[config.mk]
export PLATFORM = sky130hd
export DESIGN_NAME = rsd_parser
export DESIGN_NICKNAME = d
export VERILOG_FILES = /design/src/rtl/core/assert_macros.svh /design/src/rtl/core/rsd_pkg.sv /design/src/rtl/core/rsd_parser.sv
export SDC_FILE = /design/constraint.sdc
export NUM_CORES = 1
export LEC_CHECK = 0
export BUFFER_PORTS_ARGS = -buffer_cell sky130_fd_sc_hd__buf_2
export CAP_MARGIN = 15
export CORE_AREA = 10 10 123 125
export CTS_CLUSTER_DIAMETER = 40
export DETAILED_ROUTE_END_ITERATION = 7
export DIE_AREA = 0 0 133 135
export PLACE_DENSITY = 0.74
export RECOVER_POWER = 50
export SETUP_SLACK_MARGIN = 0.05
export SYNTH_ARGS = -nofsm -noshare
export SYNTH_HDL_FRONTEND = slang
export SYNTH_SLANG_ARGS = --single-unit
[constraint.sdc]
create_clock -name clk_i -period 11 [get_ports clk_i]
set_input_delay 0 -clock clk_i [delete_from_list [all_inputs] [get_ports clk_i]]
set_output_delay 0 -clock clk_i [all_outputs]
set_load 0.01 [all_outputs]
[src/rtl/core/assert_macros.svh]
// Assertion macros shared by the RTL that carries concurrent checks.
`ifndef ASSERT_MACROS_SVH
`define ASSERT_MACROS_SVH

// Property must hold at every clock edge outside reset.
`define ASSERT_PROP(name, prop, msg) \
  name: assert property (@(posedge clk_i) disable iff (!rst_ni) prop) \
    else $error(msg);

// Condition must never be true outside reset.
`define ASSERT_NEVER(name, cond, msg) \
  `ASSERT_PROP(name, !(cond), msg)

`endif

[src/rtl/core/rsd_pkg.sv]
// Shared types and constants of the RGBE scanline RLE decoder.
package rsd_pkg;

  localparam int MAX_WIDTH_DEF = 2048;
  localparam int MIN_WIDTH     = 8;
  localparam int NUM_PLANES    = 3;

  localparam int CFG_IDX_W  = 1;
  localparam int CFG_DATA_W = 16;
  localparam logic [CFG_IDX_W-1:0] CFG_LINE_WIDTH = 1'd0;
  localparam logic [CFG_IDX_W-1:0] CFG_LINE_TOTAL = 1'd1;

  localparam logic [11:0] LINE_WIDTH_RST = 12'd8;
  localparam logic [15:0] LINE_TOTAL_RST = 16'd1;

  localparam logic [7:0] HDR_MAGIC     = 8'd2;
  localparam logic [2:0] HDR_FLAG_STEP = 3'd2;
  localparam logic [2:0] HDR_LAST_STEP = 3'd3;
  localparam logic [2:0] HDR_BYTES     = 3'd4;
  localparam logic [7:0] RUN_BIAS      = 8'd128;
  localparam logic [1:0] CHAN_EXPO     = 2'd3;

  typedef enum logic [1:0] {
    STEP_HOLD,
    STEP_PAIR,
    STEP_SINGLE,
    STEP_ERR
  } step_kind_e;

  typedef enum logic [1:0] {
    MARK_INSIDE,
    MARK_LINE_END,
    MARK_IMAGE_END
  } mark_e;

  typedef enum logic [1:0] {
    STATUS_OK,
    STATUS_BAD_HEADER,
    STATUS_OVERRUN
  } status_e;

  // lane 0 red, lane 1 green, lane 2 blue
  typedef logic [NUM_PLANES-1:0][7:0] rsd_rgb_t;

  typedef struct packed {
    step_kind_e kind;
    logic [7:0] expo;
    logic       last;
    mark_e      mark;
    status_e    status;
  } rsd_step_t;

  typedef struct packed {
    logic [7:0] red_a;
    logic [7:0] green_a;
    logic [7:0] blue_a;
    logic [7:0] expo_a;
    logic [7:0] red_b;
    logic [7:0] green_b;
    logic [7:0] blue_b;
    logic [7:0] expo_b;
    logic [1:0] pixel_count;
    logic       run_last;
    mark_e      place_mark;
    status_e    status;
  } rsd_result_t;

endpackage

[src/rtl/core/rsd_parser.sv]
// Byte parser: header check, run/literal counts and per-pixel plane sequencing.
module rsd_parser #(
  parameter int MAX_WIDTH = rsd_pkg::MAX_WIDTH_DEF,
  localparam int AW = $clog2(MAX_WIDTH),
  localparam int PW = $clog2(MAX_WIDTH + 1)
) (
  input  logic               clk_i,
  input  logic               rst_ni,
  input  logic [PW-1:0]      line_width_i,
  input  logic [15:0]        line_total_i,
  input  logic               in_valid_i,
  output logic               in_ready_o,
  input  logic [7:0]         byte_in_i,
  input  logic               take_i,
  output logic               step_valid_o,
  output rsd_pkg::rsd_step_t step_o,
  output logic               wr_en_o,
  output logic [1:0]         wr_lane_o,
  output logic [7:0]         wr_data_o,
  output logic               rd_en_o,
  output logic [AW-1:0]      addr_o
);
  import rsd_pkg::*;

  localparam int SW = ((PW > 8) ? PW : 8) + 1;

  typedef enum logic [1:0] {
    ST_IDLE,
    ST_EXPAND,
    ST_ERROR
  } state_e;

  state_e      state_q;
  logic [2:0]  hdr_q;
  logic [1:0]  chan_q;
  logic [PW-1:0] pos_q;
  logic [7:0]  pend_q;
  logic        run_q;
  logic [15:0] lines_q;
  logic        err_q;
  logic [7:0]  val_q;
  logic [7:0]  cnt_q;
  status_e     code_q;

  logic          accept;
  logic          is_expo;
  logic          do_write;
  logic [PW-1:0] pos_inc;
  logic [PW-1:0] pos_fin;
  logic          at_end;
  logic          step_go;
  logic          done;
  logic          lines_last;
  logic          last_emit;
  logic          hdr_bad;
  logic [7:0]    count_n;
  logic          overrun;

  assign accept   = in_valid_i && in_ready_o;
  assign is_expo  = (chan_q == CHAN_EXPO);
  assign do_write = (pos_q < line_width_i);
  assign pos_inc  = pos_q + PW'(1);
  assign at_end   = (pos_inc >= line_width_i);
  assign step_go  = (state_q == ST_EXPAND) && (!is_expo || !do_write || take_i);
  assign done     = !do_write || (cnt_q == 8'd1) || at_end;
  assign pos_fin  = do_write ? pos_inc : pos_q;

  assign lines_last = ({1'b0, lines_q} + 17'd1) >= {1'b0, line_total_i};
  // an odd-pixel emit is the last result of the byte when the next step only holds
  assign last_emit  = (cnt_q == 8'd1) ||
                      ((cnt_q == 8'd2) &&
                       (({1'b0, pos_q} + (PW+1)'(2)) < {1'b0, line_width_i}));

  assign hdr_bad = ((hdr_q < HDR_FLAG_STEP) && (byte_in_i != HDR_MAGIC)) ||
                   ((hdr_q == HDR_FLAG_STEP) && byte_in_i[7]);
  assign count_n = (byte_in_i > RUN_BIAS) ? (byte_in_i - RUN_BIAS) : byte_in_i;
  assign overrun = (SW'(pos_q) + SW'(count_n)) > SW'(line_width_i);

  assign in_ready_o = (state_q == ST_IDLE);

  always_comb begin
    step_o        = '0;
    step_o.kind   = STEP_ERR;
    step_o.status = code_q;
    step_o.last   = 1'b1;
    step_valid_o  = 1'b0;
    if (state_q == ST_EXPAND) begin
      step_valid_o = is_expo && do_write && take_i;
      step_o.status = STATUS_OK;
      step_o.expo   = val_q;
      step_o.last   = last_emit;
      if (pos_q[0]) begin
        step_o.kind = STEP_PAIR;
      end else if (at_end) begin
        step_o.kind = STEP_SINGLE;
      end else begin
        step_o.kind = STEP_HOLD;
      end
      if (at_end) begin
        step_o.mark = lines_last ? MARK_IMAGE_END : MARK_LINE_END;
      end
    end else if (state_q == ST_ERROR) begin
      step_valid_o = take_i;
    end
  end

  assign wr_en_o   = (state_q == ST_EXPAND) && !is_expo && do_write;
  assign rd_en_o   = (state_q == ST_EXPAND) && is_expo && do_write && take_i;
  assign wr_lane_o = chan_q;
  assign wr_data_o = val_q;
  assign addr_o    = pos_q[AW-1:0];

  always_ff @(posedge clk_i or negedge rst_ni) begin
    if (!rst_ni) begin
      state_q <= ST_IDLE;
      hdr_q   <= '0;
      chan_q  <= '0;
      pos_q   <= '0;
      pend_q  <= '0;
      run_q   <= 1'b0;
      lines_q <= '0;
      err_q   <= 1'b0;
      val_q   <= '0;
      cnt_q   <= '0;
      code_q  <= STATUS_OK;
    end else begin
      case (state_q)
        ST_IDLE: begin
          if (accept && !err_q && (lines_q < line_total_i)) begin
            if (hdr_q != HDR_BYTES) begin
              if (hdr_bad) begin
                code_q  <= STATUS_BAD_HEADER;
                state_q <= ST_ERROR;
              end else begin
                hdr_q <= hdr_q + 3'd1;
                if (hdr_q == HDR_LAST_STEP) begin
                  chan_q <= '0;
                  pos_q  <= '0;
                  pend_q <= '0;
                  run_q  <= 1'b0;
                end
              end
            end else if (run_q) begin
              val_q   <= byte_in_i;
              cnt_q   <= pend_q;
              run_q   <= 1'b0;
              pend_q  <= '0;
              state_q <= ST_EXPAND;
            end else if (pend_q != 8'd0) begin
              val_q   <= byte_in_i;
              cnt_q   <= 8'd1;
              pend_q  <= pend_q - 8'd1;
              state_q <= ST_EXPAND;
            end else if (count_n != 8'd0) begin
              if (overrun) begin
                code_q  <= STATUS_OVERRUN;
                state_q <= ST_ERROR;
              end else begin
                pend_q <= count_n;
                run_q  <= (byte_in_i > RUN_BIAS);
              end
            end
          end
        end
        ST_EXPAND: begin
          if (step_go) begin
            // advance one pixel; close the plane or the line at its end
            pos_q <= pos_fin;
            cnt_q <= cnt_q - 8'd1;
            if (done) begin
              state_q <= ST_IDLE;
              if (pos_fin >= line_width_i) begin
                pos_q <= '0;
                if (!is_expo) begin
                  chan_q <= chan_q + 2'd1;
                end else begin
                  lines_q <= lines_q + 16'd1;
                  hdr_q   <= '0;
                  chan_q  <= '0;
                  pend_q  <= '0;
                  run_q   <= 1'b0;
                end
              end
            end
          end
        end
        ST_ERROR: begin
          if (take_i) begin
            err_q   <= 1'b1;
            state_q <= ST_IDLE;
          end
        end
        default: begin
          state_q <= ST_IDLE;
        end
      endcase
    end
  end

endmodule

==> summary.txt <==
Status
  • Outcome: finished with violations
  • Violated checks: capacitance limit, slew limit

Job
  • Max-cap violations: 1

Setup path
  • Crit path cell chain: ha_1 -> a2111o_1 -> o211a_1 -> o21a_1 -> nor4_1 -> xor2_1 -> ha_1 -> a211o_1 -> a2111oi_0 -> o21ai_0 -> o21ai_0 -> o32a_1 -> or3_1 -> mux2_4
  • Arr. time, crit path: 5.70 ns
  • Worst Setup Start Kind: register
  • Crit end category: register
  • Critical R2R Capture: pend_q[3]$_DFFE_PN0P_
  • CP max FO: 13
  • Slowest-stage cell, CP: o21ai_0
  • WP data required: 11.23 ns
  • WS Path Type: reg2reg
  • RR Startpoint: pos_q[5]$_DFFE_PN0P_
  • CP max stage delay: 0.60 ns
  • Worst Reg-to-Reg Cells: 14
  • Reg-to-reg setup timing slack: 5.53 ns

Pwr
  • LEAKAGE: 0.00396 uW
  • PD cells: 184 nW/um2
  • Worst vdd ir: 0.0953 mV

Clock tree
  • CTS max path bufs: 2
  • Post-CTS setup repair buffer count: 0
  • CTS root buf: clkbuf_16
  • Reg clk slew, reported paths: 0.06 ns
  • CTS sink count: 63
  • # H-tree levels: 3
  • Cts bufs inserted: 9
  • Post-CTS Resized: 0
  • Post-CTS Hold Buffers: 4
  • Skew-Pair Late Insertion Delay: 0.35 ns
  • CTS tree: done

Logic synthesis
  • Post-Syn Instances: 788
  • Warnings, synthesis: 0
  • Cell Area, Synth: 6800 um2
  • Cell accounting for the most synthesized area: dfrtp_1
  • Async S/R FF share, synth: 100%
  • Post-Syn Area per Cell: 8.63 um2
  • Distinct cells, synth: 72
  • Main synth FF type: dfrtp_1
  • Seq/Total Area, Yosys: 23.2%
  • Syn Nets: 940
  • Synth Register Bits: 63
  • Post-synth EDFFs: 0
  • Synth top area cells: dfrtp_1 23%, ha_1 20%, xor2_1 6.2%, nor2_1 3.2%, a21oi_1 2.7%
  • Top cell type's share of synthesized area: 23.2%

GRT
  • Total GRT Usage: 20.9%
  • Antenna violations before repair: 0
  • First-pass GRT wire length: 31.1 mm
  • Vias in the first global route: 6176
  • Grt ovf: 0
  • Largest net degree at the start of global routing: 64

Finish
  • Finished layout cell area: 7550 um2
  • Layout filler cell count: 1132
  • Ratio of cells with drive above 1 in the final layout: 13.2%
  • Inserted Diodes: 0
  • Multi-input logic area: 4840 um2
  • Sequential cell area: 1580 um2
  • Synth-to-Final Area Change: 11.0%
  • Nets: 996

Placed design
  • Dpl hpwl: 14.8 mm
  • Port Buffers: 79
  • GP Congestion: 0.936
  • Placed inst area: 7230 um2

Timing
  • RSZ-0062 raised after global routing: false
  • Slew HR: -141%
  • Fin. max-slew vios: 64
  • Peak Freq: 183 MHz
  • Fin crit share: 49.7%
  • Setup Skew: 0.00756 ns
  • Final hold vios: 0
  • TNS Setup: 0 ns
  • Final setup viols: 0
  • Min Tclk post-route: 5.47 ns
  • Slew of the pin with the lowest slew margin: 3.62 ns

Die
  • Row cnt: 41
  • Initial core utilization: 54.1%
  • Die X-Extent: 133 um
  • I/O pin count: 80
  • Die ar.: 18000 um2
  • Area of the core: 12600 um2
  • Die height: 135 um

Routing
  • Met1 wire length: 8.49 mm
  • Post-DR wirelength/cell: 18.6 um
  • Avg Vias per Cell: 6.09
  • Met3 WL: 1.33 mm
  • First-pass DRT Iterations: 7
  • Post-Route WL: 19.0 mm
  • Routed Antenna Nets: 0
  • Top Layer Used: met4
  • Via count: 6213
  • DRC Markers: 0
  • Met2 WL: 8.54 mm
  • Initial DRC count: 522

Hold path
  • Min-delay src: byte_in_i[4]
  • Hold Path Class: in2reg
  • Hold path depth: 2
  • Worst hold endpoint: wr_data_o[4]$_DFFE_PN0P_
==> cell usage in the layout (no fill, tap or decap), types with 11 or more instances in the layout <==
cell type	count
inv_1	44
xnor2_1	20
and3_1	11
nor4_1	12
dfrtp_1	63
nor2_1	57
ha_1	111
a21oi_1	37
and2_1	16
clkbuf_1	20
nor3_1	23
nand3_1	27
buf_2	60
nand2_1	49
o21ai_0	32
o21a_1	16
xor2_1	48
mux2_2	13
==> final cells by class <==
class                      count  share of cell area [%]
tap                          172                    2.85
clock buffer                   9                    2.98
timing repair buffer          89                    6.00
inverter                      44                    2.19
multi-input combinational    637                    64.1
clock inverter                 7                    1.04
sequential                    63                    20.9
==> Yosys cell counts, types with 5 or more instances <==
library cell and number:
and3_1 11, o31ai_1 6, o41ai_1 8, mux2_2 13, nor2_1 58, nand4_1 8
buf_4 11, and2_1 16, a211o_1 6, or3_1 5, xnor2_1 20, xor2_1 48
a21oi_1 37, nor2b_1 5, nor3_1 23, nand2_1 49, nor3b_1 5, nor4_1 12
o211ai_1 9, dfrtp_1 63, a31oi_1 6, o21a_1 16, a21o_1 10, a22o_1 9
clkbuf_1 28, nand3_1 27, inv_1 44, a211oi_1 7, nand2b_1 7, ha_1 111
o21ai_0 32
==> state kept, by name (all words and copies together) (netlist names) <==
name,flops
lines_q,16
pos_q,12
cnt_q,8
pend_q,8
wr_data_o,8
hdr_q,3
code_q,2
state_q,2
wr_lane_o,2
err_q,1
run_q,1
==> critical path, delay by kind of cell, from the launching register on <==
kind	cells	cell delay (ns)
fa+ha+maj	2	0.60
flops	1	0.58
mux	1	0.33
compound gates	8	2.87
simple gates	2	0.72
xor+xnor	1	0.24
==> per-stage QoR <==
| stage | utilization (%) | power [uW] | worst slack, ns | hold slack (ns) | instances |
|---|---|---|---|---|---|
| 2_1_floorplan | - | 910 | 6.44 | -0.296 | 788 |
| 3_3_place_gp | 57.5 | 1060 | 5.84 | 0.239 | 1000 |
| 3_5_place_dp | 57.5 | 1080 | 5.64 | 0.254 | 1000 |
| 4_1_cts | 60.2 | 1380 | 5.62 | 0.00163 | 1020 |
| 5_1_grt | 60.1 | 1500 | 5.19 | 0.00978 | 1021 |
| 6_report | 60.1 | 1390 | 5.53 | 0.000867 | 1021 |
==> worst max path at each step <==
stage,depth (start not counted),slack [ns],end,from
final,14,5.53,pend_q[3]$_DFFE_PN0P_,pos_q[5]$_DFFE_PN0P_
after global placement,14,5.84,pend_q[3]$_DFFE_PN0P_,pos_q[5]$_DFFE_PN0P_
after detailed placement,14,5.64,pend_q[3]$_DFFE_PN0P_,pos_q[5]$_DFFE_PN0P_
after floorplan,20,6.44,pend_q[3]$_DFFE_PN0P_,pos_q[0]$_DFFE_PN0P_
after global routing,14,5.19,pend_q[3]$_DFFE_PN0P_,pos_q[5]$_DFFE_PN0P_
after CTS,14,5.62,pend_q[3]$_DFFE_PN0P_,pos_q[5]$_DFFE_PN0P_
==> logic make-up after synthesis <==
| group | share of synthesized area [%] |
|---|---|
| adder cells (fa/ha/maj) | 20.7 |
| AO/OA/AOI/OAI | 20.0 |
| multiplexers | 2.96 |
| AND/OR/NAND/NOR | 18.6 |
| flip-flops | 23.2 |
| buffers and inverters | 5.72 |
| XOR/XNOR | 8.76 |
==> power by group <==
group | internal, uW | switching (uW)
Combinational | 291 | 413
Sequential | 284 | 98.4
Clock | 178 | 122
==> layer usage <==
layer  track usage [%]  up-vias
met5                 0        -
met2              33.3      250
li1                  -     3000
met3              4.86       45
met1              26.5     2918
met4              8.62        0
No activity file was read; power rests on OpenSTA's default activity.
