$ cat src/rtl/core/assert_macros.svh
// Assertion macros shared by the RTL that carries concurrent checks.
`ifndef ASSERT_MACROS_SVH
`define ASSERT_MACROS_SVH

// Property must hold at every clock edge outside reset.
`define ASSERT_PROP(name, prop, msg) \
  name: assert property (@(posedge clk_i) disable iff (!rst_ni) prop) \
    else $error(msg);

// Condition must never be true outside reset.
`define ASSERT_NEVER(name, cond, msg) \
  `ASSERT_PROP(name, !(cond), msg)

`endif

$ cat src/rtl/core/rsd_pkg.sv
// Shared types and constants of the RGBE scanline RLE decoder.
package rsd_pkg;

  localparam int MAX_WIDTH_DEF = 2048;
  localparam int MIN_WIDTH     = 8;
  localparam int NUM_PLANES    = 3;

  localparam int CFG_IDX_W  = 1;
  localparam int CFG_DATA_W = 16;
  localparam logic [CFG_IDX_W-1:0] CFG_LINE_WIDTH = 1'd0;
  localparam logic [CFG_IDX_W-1:0] CFG_LINE_TOTAL = 1'd1;

  localparam logic [11:0] LINE_WIDTH_RST = 12'd8;
  localparam logic [15:0] LINE_TOTAL_RST = 16'd1;

  localparam logic [7:0] HDR_MAGIC     = 8'd2;
  localparam logic [2:0] HDR_FLAG_STEP = 3'd2;
  localparam logic [2:0] HDR_LAST_STEP = 3'd3;
  localparam logic [2:0] HDR_BYTES     = 3'd4;
  localparam logic [7:0] RUN_BIAS      = 8'd128;
  localparam logic [1:0] CHAN_EXPO     = 2'd3;

  typedef enum logic [1:0] {
    STEP_HOLD,
    STEP_PAIR,
    STEP_SINGLE,
    STEP_ERR
  } step_kind_e;

  typedef enum logic [1:0] {
    MARK_INSIDE,
    MARK_LINE_END,
    MARK_IMAGE_END
  } mark_e;

  typedef enum logic [1:0] {
    STATUS_OK,
    STATUS_BAD_HEADER,
    STATUS_OVERRUN
  } status_e;

  // lane 0 red, lane 1 green, lane 2 blue
  typedef logic [NUM_PLANES-1:0][7:0] rsd_rgb_t;

  typedef struct packed {
    step_kind_e kind;
    logic [7:0] expo;
    logic       last;
    mark_e      mark;
    status_e    status;
  } rsd_step_t;

  typedef struct packed {
    logic [7:0] red_a;
    logic [7:0] green_a;
    logic [7:0] blue_a;
    logic [7:0] expo_a;
    logic [7:0] red_b;
    logic [7:0] green_b;
    logic [7:0] blue_b;
    logic [7:0] expo_b;
    logic [1:0] pixel_count;
    logic       run_last;
    mark_e      place_mark;
    status_e    status;
  } rsd_result_t;

endpackage

$ cat src/rtl/core/rsd_pair_emit.sv
// Pair emitter: joins store reads with exponents and holds the result register.
module rsd_pair_emit (
  input  logic                 clk_i,
  input  logic                 rst_ni,
  input  logic                 step_valid_i,
  input  rsd_pkg::rsd_step_t   step_i,
  input  rsd_pkg::rsd_rgb_t    rd_data_i,
  output logic                 take_o,
  output logic                 out_valid_o,
  input  logic                 out_ready_i,
  output rsd_pkg::rsd_result_t result_o
);
  import rsd_pkg::*;

  logic        s1_valid_q;
  rsd_step_t   s1_q;
  rsd_rgb_t    held_rgb_q;
  logic [7:0]  held_expo_q;
  logic        out_valid_q;
  rsd_result_t res_q;
  rsd_result_t res_d;
  logic        retire;

  assign retire = s1_valid_q &&
                  ((s1_q.kind == STEP_HOLD) || !out_valid_q || out_ready_i);
  assign take_o = !s1_valid_q || retire;

  always_comb begin
    res_d             = '0;
    res_d.run_last    = s1_q.last;
    res_d.place_mark  = s1_q.mark;
    res_d.status      = s1_q.status;
    case (s1_q.kind)
      STEP_PAIR: begin
        res_d.red_a       = held_rgb_q[0];
        res_d.green_a     = held_rgb_q[1];
        res_d.blue_a      = held_rgb_q[2];
        res_d.expo_a      = held_expo_q;
        res_d.red_b       = rd_data_i[0];
        res_d.green_b     = rd_data_i[1];
        res_d.blue_b      = rd_data_i[2];
        res_d.expo_b      = s1_q.expo;
        res_d.pixel_count = 2'd2;
      end
      STEP_SINGLE: begin
        res_d.red_a       = rd_data_i[0];
        res_d.green_a     = rd_data_i[1];
        res_d.blue_a      = rd_data_i[2];
        res_d.expo_a      = s1_q.expo;
        res_d.pixel_count = 2'd1;
      end
      STEP_ERR: begin
        res_d.run_last   = 1'b1;
        res_d.place_mark = MARK_INSIDE;
      end
      default: begin
        res_d.pixel_count = 2'd0;
      end
    endcase
  end

  always_ff @(posedge clk_i or negedge rst_ni) begin
    if (!rst_ni) begin
      s1_valid_q  <= 1'b0;
      out_valid_q <= 1'b0;
    end else begin
      if (step_valid_i) begin
        s1_valid_q <= 1'b1;
      end else if (retire) begin
        s1_valid_q <= 1'b0;
      end
      if (retire && (s1_q.kind != STEP_HOLD)) begin
        out_valid_q <= 1'b1;
      end else if (out_ready_i) begin
        out_valid_q <= 1'b0;
      end
    end
  end

  always_ff @(posedge clk_i) begin
    if (step_valid_i) begin
      s1_q <= step_i;
    end
    if (retire) begin
      if (s1_q.kind == STEP_HOLD) begin
        held_rgb_q  <= rd_data_i;
        held_expo_q <= s1_q.expo;
      end else begin
        res_q <= res_d;
      end
    end
  end

  assign out_valid_o = out_valid_q;
  assign result_o    = res_q;

endmodule

$ cat config.mk
export PLATFORM = sky130hd
export DESIGN_NAME = rsd_pair_emit
export DESIGN_NICKNAME = d
export VERILOG_FILES = /design/src/rtl/core/assert_macros.svh /design/src/rtl/core/rsd_pkg.sv /design/src/rtl/core/rsd_pair_emit.sv
export SDC_FILE = /design/constraint.sdc
export NUM_CORES = 1
export LEC_CHECK = 0
export ABC_AREA = 1
export BUFFER_PORTS_ARGS = -buffer_cell sky130_fd_sc_hd__clkbuf_2
export CAP_MARGIN = 20
export CORE_MARGIN = 5
export CORE_UTILIZATION = 40
export CTS_CLUSTER_DIAMETER = 100
export CTS_CLUSTER_SIZE = 8
export DETAILED_ROUTE_END_ITERATION = 12
export PLACE_DENSITY_LB_ADDON = 0.25
export SLEW_MARGIN = 15
export SYNTH_ARGS = -nofsm -noshare
export SYNTH_HDL_FRONTEND = slang
export SYNTH_SLANG_ARGS = --single-unit
$ cat constraint.sdc
create_clock -name clk_i -period 6.36 [get_ports clk_i]
set_input_delay 0 -clock clk_i [delete_from_list [all_inputs] [get_ports clk_i]]
set_output_delay 0 -clock clk_i [all_outputs]
set_load 0.01 [all_outputs]
==> metrics, run 1 <==
YS warnings=0; die area=0.01379 sq mm; initial antenna violation count=0; TritonCTS sink count=120; Worst slew margin=44.86%; Post-CTS Hold Buffers=42; CP max FO=37; Register-to-Register Path Depth=6; hpwl dp=5447 um; Crit. End Element=flip-flop; filler instances=938; Detailed Route Iter0 Violations=168; clk_lat worst skew=0.40 ns; Power Dens Cells=343.4 mW/mm^2; nets@finish=534; storage element area=0.003593 sq mm; f_max=0.4229 GHz; H-Tree Level Count=4; maximum VDD drop=0.1693 mV; #FFs+latches synth=120; status=completed; GPL Wtd Cong=0.6972; gr busiest metal=met2; Horiz. Die Dim=117.4 um; M1 GR Usage=16.26%; Post-Synth Adder-Cell Area=1.626%; Worst EP required=6.40 ns; Global Route Usage Sum=13.82%; # setup viols final=0; Flop pwr share=44.7%; Mapped Cells=318; Antenna Nets Post-Route=0; met2 Track Usage GR=22.42%; Post-Synth Simple-Gate Area=9.379%; post-synth top area share=76.77%; Synth area leaders=edfxtp_1, nand2_1, a21oi_2; largest net degree at the start of global routing=65; CTS tree=yes; max-slew violations=0; Static Leak=2.719 nW; # diodes=0; worst min path class=in -> reg; post-cts resize count=0; worst hold path endpoint=s1_valid_q$_DFFE_PN0P_; FP Rows=39; IO Count=116; Multi-input gate area=753.2 sq um; clock slew at reported path FFs=0.05 ns; Final Instance Area=0.006325 sq mm; Worst R2R Start=s1_q[13]$_DFFE_PP_; Max clock buf depth=2; total iterations of the first detailed-routing run=4; core area=0.01137 sq mm; DP Area=0.005289 sq mm; R2R Setup Slk=4.00 ns; syn avg cell area=14.51 sq um; post-DR wirelength/cell=14.08 um; Cell variety after synth=15; Seq/Total Area, Yosys=77.85%; Clock Tree Root=clkbuf_16; crit path DAT=2.40 ns; total chip power=2.172 mW; Final Cycle Share=37.18%; die span in y=117.4 um; Synth Area in XOR/XNOR=0%; global-route wire length before repair=14980 um; Max-Cap Viols=0; met3 Usage GRT=5.679%; Sw Pwr=460.8 uW; Layout area overhead=37.03%; combinational share of power=9.4%; Worst Hold Depth=3; initial core utilization=40.60%; hold path startpoint=step_valid_i; Switching Fraction=21.21%; Vias per Instance=4.438; layout cells sized above 1=36.55%; Port Buffers=115; area leader, netlist=edfxtp_1; worst-margin pin slew=0.8259 ns; main combinational cell family by area after synthesis=simple AND/OR/NAND/NOR gates; Hold Fails Final Rpt=0; CP startpoint kind=flip-flop; compound-cell area share of the yosys netlist=5.259%; vias=2845; post-CTS setup buffer count=0; multiplexer area fraction after synthesis=0%; RSZ-0062 raised after global routing=false; number of remaining DRC errors=0; critical path class=reg -> reg; clock skew=0.007460 ns; Post-Syn Area=0.004616 sq mm; Mapped Nets=367; Routed WL=9028 um; worst reg2reg endpoint=result_o[70]$_DFFE_PP_; number of global-route vias before repair=2934; Pint=1.711 mW; Tmin final=2.364 ns; CTS Buf Count=17; remaining global-route overflow=0; Clock power frac=45.8%; Total Neg Setup Slack=0 ns
-- final cells by class --
cell class	count	share of cell area (%)
clock buffer	19	6.845
clock inverter	13	2.888
inverter	42	2.493
multi-input combinational	143	11.91
sequential	120	56.82
tap	143	2.829
timing repair buffer	161	16.22
-- per-layer routing --
metal  routed length [um]  vias up
met2                 4574       81
met3                  578       11
met4                  113        0
li1                     -     1408
met1                 3761     1345
met5                    0        -
-- power by group through the flow --
stage          Clock, mW  Sequential [mW]  Combinational [mW]
6_report           0.995            0.972               0.205
5_1_grt             1.05            0.978               0.228
4_1_cts             1.02            0.972               0.210
3_5_place_dp           0            0.987               0.190
3_3_place_gp           0            0.986               0.185
2_1_floorplan          0             1.01              0.0861
-- flip-flops by register name (all words and copies together) (netlist names) --
name	cells
result_o	71
held_expo_q	8
s1_q	13
held_rgb_q	24
out_valid_o	1
res_d	2
s1_valid_q	1
-- through the flow --
step | setup slack [ns] | utilization (%) | hold slack [ns] | instances
CTS | 3.927 | 55.63 | 0.08261 | 641
global route | 3.757 | 55.63 | 0.1185 | 641
detailed placement | 3.937 | 46.52 | -0.2133 | 567
finish | 3.996 | 55.63 | 0.08520 | 641
global placement | 4.035 | 46.52 | -0.2143 | 567
floorplan | 3.731 | - | -0.2956 | 318
-- worst max-delay path by stage --
stage,from,to,slack [ns],cells after the start
4_1_cts,s1_q[13]$_DFFE_PP_,result_o[35]$_SDFFCE_PP0P_,3.93,6
3_3_place_gp,s1_q[13]$_DFFE_PP_,result_o[8]$_SDFFCE_PP0P_,4.04,6
3_5_place_dp,s1_q[13]$_DFFE_PP_,result_o[9]$_SDFFCE_PP0P_,3.94,6
5_1_grt,s1_q[13]$_DFFE_PP_,result_o[70]$_DFFE_PP_,3.76,6
2_1_floorplan,s1_q[13]$_DFFE_PP_,result_o[0]$_DFFE_PP_,3.73,5
6_report,s1_q[13]$_DFFE_PP_,result_o[70]$_DFFE_PP_,4.00,6
-- cell usage in the layout (no fill, tap or decap) --
cell,count
clkinv_1,6
clkbuf_2,115
dfrtp_1,2
nand2_2,13
edfxtp_1,118
dlygate4sd3_1,42
clkbuf_1,2
a21oi_1,10
nand2_1,87
buf_4,4
clkbuf_16,17
ha_2,1
bufinv_16,5
a21oi_2,22
nand4_1,1
ha_1,5
nand3_1,1
inv_1,40
or2_2,1
clkinv_2,2
inv_2,2
nor2_1,2
-- logic make-up (layout without fill, tap and decap cells) --
group,after synthesis,after routing
AO/OA/AOI/OAI,32,32
AND/OR/NAND/NOR,105,105
adder cells (fa/ha/maj),6,6
buffers and inverters,55,235
flip-flops,120,120
-- synthesized netlist by cell type, drive strengths merged --
master	number
inv	42
nand4	1
edfxtp	118
or2	1
nand3	1
dfrtp	2
nor2	2
ha	6
a21oi	32
nand2	100
buf	13
-- critical path: stages (launching register included) --
cell and delay [ns]:
edfxtp_1 0.40, inv_1 0.10, ha_1 0.22, inv_1 0.07, nand3_1 0.10, inv_2 0.56, buf_4 0.54
Note: power is estimated with default switching activity, not from simulation.
==> inputs of run 2 (changes only) <==
- clock period: 6.36 -> 2.15 ns (I/O delays scaled with it)
==> metrics, run 2 (synthesis gave the netlist of run 1 again) <==
status=completed (unchanged); max-slew violations=0 (unchanged); Worst EP required=2.22 ns (was 6.40 ns); nets@finish=538 (was 534); Tmin final=1.519 ns (was 2.364 ns); fin worst setup slack=0.6312 ns (was 3.996 ns); core area=0.01137 sq mm (unchanged); Port Buffers=115 (unchanged); worst-margin pin slew=0.4073 ns (was 0.8259 ns); largest net degree at the start of global routing=65 (unchanged); worst min path class=in -> reg (unchanged); fin util=55.97% (was 55.63%); post-DR wirelength/cell=14.18 um (was 14.08 um); clock slew at reported path FFs=0.05 ns (about the same); Largest register FFs=71 (unchanged); # setup viols final=0 (unchanged); CTS Buf Count=17 (unchanged); maximum VDD drop=0.5661 mV (was 0.1693 mV); Detailed Route Iter0 Violations=136 (was 168); GPL Wtd Cong=0.7180 (was 0.6972); Routed WL=9131 um (was 9028 um); Power Dens Cells=979.1 mW/mm^2 (was 343.4 mW/mm^2); clk_lat worst skew=0.40 ns (about the same); post-cts resize count=0 (unchanged); Crit. End Element=flip-flop (unchanged); vias=2868 (was 2845); initial antenna violation count=0 (unchanged); filler instances=932 (was 938); Sw Pwr=1.382 mW (was 460.8 uW); Clock power frac=43.5% (was 45.8%); CTS tree=yes (unchanged); Vias per Instance=4.453 (was 4.438); die span in y=117.4 um (unchanged); # diodes=0 (unchanged); Multi-input gate area=770.7 sq um (was 753.2 sq um); global-route wire length before repair=15170 um (was 14980 um); Static Leak=2.723 nW (was 2.719 nW); Horiz. Die Dim=117.4 um (unchanged); combinational share of power=10.4% (was 9.4%); CP startpoint kind=flip-flop (unchanged); Hold Fails Final Rpt=0 (unchanged); Post-Place Setup Slack=0.6199 ns (was 3.937 ns); Switching Fraction=22.18% (was 21.21%); f_max=0.6584 GHz (was 0.4229 GHz); Pint=4.849 mW (was 1.711 mW); critical path class=reg -> reg (unchanged); storage element area=0.003593 sq mm (unchanged); Antenna Nets Post-Route=0 (unchanged); Final Cycle Share=70.64% (was 37.18%); TritonCTS sink count=120 (unchanged); FP Rows=39 (unchanged); die area=0.01379 sq mm (unchanged); number of remaining DRC errors=0 (unchanged); hpwl dp=5763 um (was 5447 um); Global Route Usage Sum=14.01% (was 13.82%); CP max FO=21 (was 37); crit path DAT=1.59 ns (was 2.40 ns); post-CTS setup buffer count=0 (unchanged); H-Tree Level Count=4 (unchanged); layout cells sized above 1=38.32% (was 36.55%); Max-Cap Viols=0 (unchanged); RSZ-0062 raised after global routing=false (unchanged); total iterations of the first detailed-routing run=4 (unchanged); IO Count=116 (unchanged); Layout area overhead=37.87% (was 37.03%); commonest non-fill, non-tap cells in the layout=edfxtp_1, clkbuf_2, nand2_1, dlygate4sd3_1, inv_1 (unchanged); Clock Tree Root=clkbuf_16 (unchanged); remaining global-route overflow=0 (unchanged); clock skew=0.005684 ns (was 0.007460 ns); initial core utilization=40.60% (unchanged); Flop pwr share=46.2% (was 44.7%); number of global-route vias before repair=2949 (was 2934); commonest non-fill, non-tap cell in the layout=edfxtp_1 (unchanged); Max clock buf depth=2 (unchanged); Worst slew margin=72.85% (was 44.86%)
-- run 2: cell count changes in the layout (fill, tap and decap cells not counted), sizes merged --
| cell | delta |
|---|---|
| inv | -1 |
| clkbuf | -1 |
| bufinv | -2 |
| buf | +4 |
| clkinv | +1 |
| clkinvlp | +2 |
-- run 2: final cells by class --
cell class,instances,share of cell area (%)
sequential,120,56.47
timing repair buffer,165,17.18
inverter,42,2.536
clock inverter,13,2.143
multi-input combinational,143,12.11
tap,143,2.812
clock buffer,18,6.744
-- run 2: timing repair --
item	4_1_cts	5_1_grt
hold buffers	42	0
endpoints found under the setup margin	0	0
hold endpoints to repair	91	0
-- run 2: layer usage --
layer | vias up | routed length [um] | track usage (%) | share of wire, %
met2 | 88 | 4582 | 23.06 | 50
met3 | 5 | 630 | 5.823 | 6.9
li1 | 1415 | - | - | -
met4 | 0 | 74 | 5.439 | 0.81
met1 | 1360 | 3844 | 16.27 | 42
met5 | - | 0 | 0 | 0
-- run 2: through the flow --
step | instances | total power, mW | TNS [ns] | hold WS [ns] | cell area (sq um)
detailed placement | 571 | 3.526 | 0 | -0.2097 | 5378
CTS | 644 | 6.315 | 0 | 0.06584 | 6364
global placement | 571 | 3.509 | 0 | -0.2113 | 5378
floorplan | 318 | 3.246 | -2.379 | -0.2956 | 4637
global route | 644 | 6.506 | 0 | 0.1072 | 6364
finish | 644 | 6.231 | 0 | 0.07668 | 6364
-- run 2: worst paths after layout --
check / start / endpoint / slack [ns] / cells after the start
max: s1_q[13]$_DFFE_PP_ / result_o[50]$_DFFE_PP_ / 0.63 / 6
max reg2reg: s1_q[13]$_DFFE_PP_ / result_o[50]$_DFFE_PP_ / 0.63 / 6
min in group asynchronous: rst_ni / out_valid_o$_DFFE_PN0P_ / 0.45 / 3
min: step_valid_i / s1_valid_q$_DFFE_PN0P_ / 0.08 / 3
max in group asynchronous: rst_ni / s1_valid_q$_DFFE_PN0P_ / 1.58 / 3
min reg2reg: res_d[0]$_DFFE_PP_ / result_o[0]$_DFFE_PP_ / 0.43 / 0
-- run 2: critical path, cell delays in order, from the launching register on --
cell	delay, ns
edfxtp_1	0.42
inv_2	0.08
ha_4	0.16
inv_2	0.05
nand3_2	0.08
clkinvlp_4	0.10
buf_4	0.28
-- run 2: power by group through the flow --
stage | clock [mW] | combinational [mW] | sequential [mW]
5_1_grt | 2.90 | 0.715 | 2.89
6_report | 2.71 | 0.646 | 2.88
3_3_place_gp | 0 | 0.590 | 2.92
2_1_floorplan | 0 | 0.261 | 2.98
3_5_place_dp | 0 | 0.603 | 2.92
4_1_cts | 2.77 | 0.664 | 2.88
==> inputs of run 3 (changes only) <==
- clock period: 2.15 -> 1.4 ns (I/O delays scaled with it)
==> metrics, run 3 (synthesis gave the netlist of run 1 again) <==
global-route wire length before repair=15350 um (was 15170 um); Crit. End Element=flip-flop (unchanged); CP endpoint=result_o[43]$_DFFE_PP_ (was result_o[50]$_DFFE_PP_); nets@finish=543 (was 538); crit path DAT=1.48 ns (was 1.59 ns); Clock Tree Root=clkbuf_16 (unchanged); status=completed (unchanged); Largest register FFs=71 (unchanged); clock skew=0.009877 ns (was 0.005684 ns); RSZ-0062 raised after global routing=true (was false); clock slew at reported path FFs=0.05 ns (about the same); maximum VDD drop=0.7449 mV (was 0.5661 mV); CTS Buf Count=17 (unchanged); # diodes=0 (unchanged); largest net degree at the start of global routing=38 (was 65); Horiz. Die Dim=117.4 um (unchanged); Power Dens Cells=1536 mW/mm^2 (was 979.1 mW/mm^2); commonest non-fill, non-tap cell in the layout=edfxtp_1 (unchanged); core area=0.01137 sq mm (unchanged); f_max=0.7154 GHz (was 0.6584 GHz); fin util=57.63% (was 55.97%); Hold Fails Final Rpt=0 (unchanged); TritonCTS sink count=120 (unchanged); total iterations of the first detailed-routing run=4 (unchanged); CP startpoint kind=flip-flop (unchanged); Worst slew margin=73.71% (was 72.85%); Antenna Nets Post-Route=0 (unchanged); GPL Wtd Cong=0.6888 (was 0.7180); Total Neg Setup Slack=0 ns (unchanged); Static Leak=2.782 nW (was 2.723 nW); number of global-route vias before repair=3044 (was 2949); initial antenna violation count=0 (unchanged); post-DR wirelength/cell=14.08 um (was 14.18 um); Layout area overhead=41.96% (was 37.87%); critical path class=reg -> reg (unchanged); die span in y=117.4 um (unchanged); Final Instance Count excl. Fillers=650 (was 644); R2R Setup Slk=0.002 ns (was 0.63 ns); FP Rows=39 (unchanged); Final Cycle Share=99.84% (was 70.64%); max-slew violations=0 (unchanged); die area=0.01379 sq mm (unchanged); hpwl dp=5902 um (was 5763 um); Worst EP required=1.49 ns (was 2.22 ns); Placed Cells=576 (was 571); layout cells sized above 1=39.25% (was 38.32%); H-Tree Level Count=4 (unchanged); IO Count=116 (unchanged); CTS tree=yes (unchanged); Tmin final=1.398 ns (was 1.519 ns); CP max FO=37 (was 21); Vias per Instance=4.455 (was 4.453); Port Buffers=115 (unchanged); # setup viols final=0 (unchanged); vias=2896 (was 2868); Max clock buf depth=2 (unchanged); Global Route Usage Sum=13.91% (was 14.01%); Worst R2R Start=s1_q[14]$_DFFE_PP_ (was s1_q[13]$_DFFE_PP_); worst reg2reg endpoint=result_o[43]$_DFFE_PP_ (was result_o[50]$_DFFE_PP_); remaining global-route overflow=0 (unchanged); Detailed Route Iter0 Violations=203 (was 136); number of remaining DRC errors=0 (unchanged); Register-to-Register Path Depth=6 (unchanged); Max-Cap Viols=0 (unchanged); commonest non-fill, non-tap cells in the layout=edfxtp_1, clkbuf_2, nand2_1, dlygate4sd3_1, inv_1 (unchanged); Worst Setup SP=s1_q[14]$_DFFE_PP_ (was s1_q[13]$_DFFE_PP_); initial core utilization=40.60% (unchanged); post-CTS setup buffer count=0 (unchanged); Routed WL=9154 um (was 9131 um); clk_lat worst skew=0.40 ns (about the same); worst min path class=in -> reg (unchanged); worst-margin pin slew=0.3944 ns (was 0.4073 ns)
-- run 3: worst min-delay path by stage --
stage                                    endpoint    startpoint  depth (start not counted)
after floorplan           out_valid_o$_DFFE_PN0P_        rst_ni                          0
after global placement    out_valid_o$_DFFE_PN0P_        rst_ni                          1
after detailed placement   s1_valid_q$_DFFE_PN0P_        rst_ni                          1
after CTS                  s1_valid_q$_DFFE_PN0P_  step_valid_i                          3
after global routing       s1_valid_q$_DFFE_PN0P_  step_valid_i                          3
final                      s1_valid_q$_DFFE_PN0P_  step_valid_i                          3
-- run 3: worst max-delay path, stage by stage, from the launching register on --
cell and delay [ns]:
edfxtp_1 0.36, inv_2 0.07, ha_4 0.17, inv_4 0.06
nand3_4 0.06, clkinvlp_4 0.11, buf_12 0.22
-- run 3: metrics by stage --
stage               hold WS, ns  cell area (sq um)  setup WS, ns  total power, mW
CTS                     0.08412               6529      -0.02133            10.17
detailed placement      -0.2102               5482     -0.003632            5.474
floorplan               -0.2956               4641       -0.7835            4.985
finish                  0.08071               6553      0.002256            10.07
global placement        -0.2128               5482       0.02245            5.450
global route             0.1030               6553      -0.08729            10.44
-- run 3: timing repair --
item / in CTS / in global routing
endpoints found under the hold margin: 91 / 0
hold buffers: 42 / 0
resized for setup: 2 / 7
setup endpoints to repair: 38 / 101
-- run 3: power by group --
| part | switching, mW | internal, mW | total, mW |
|---|---|---|---|
| registers | 0.0999 | 4.32 | 4.42 |
| clock network | 1.44 | 3.14 | 4.58 |
| logic | 0.619 | 0.456 | 1.08 |
| total | 2.16 | 7.91 | 10.1 |
-- run 3: layer usage --
metal  vias up  wire length, um  track usage (%)
met2        99             4546            22.28
met3        10              585            5.438
met4         0               93            4.786
met5         -                0                0
li1       1421                -                -
met1      1366             3928            17.20
-- run 3: cell type report --
type / instances / area (sq um)
inverters: 42 / 167.7
flip-flops and latches: 120 / 3593
multi-input cells: 143 / 780.7
clock inverters: 10 / 175.2
repair buffers: 170 / 1212
well taps: 143 / 178.9
clock buffers: 22 / 444.2
fillers: 908 / 4817
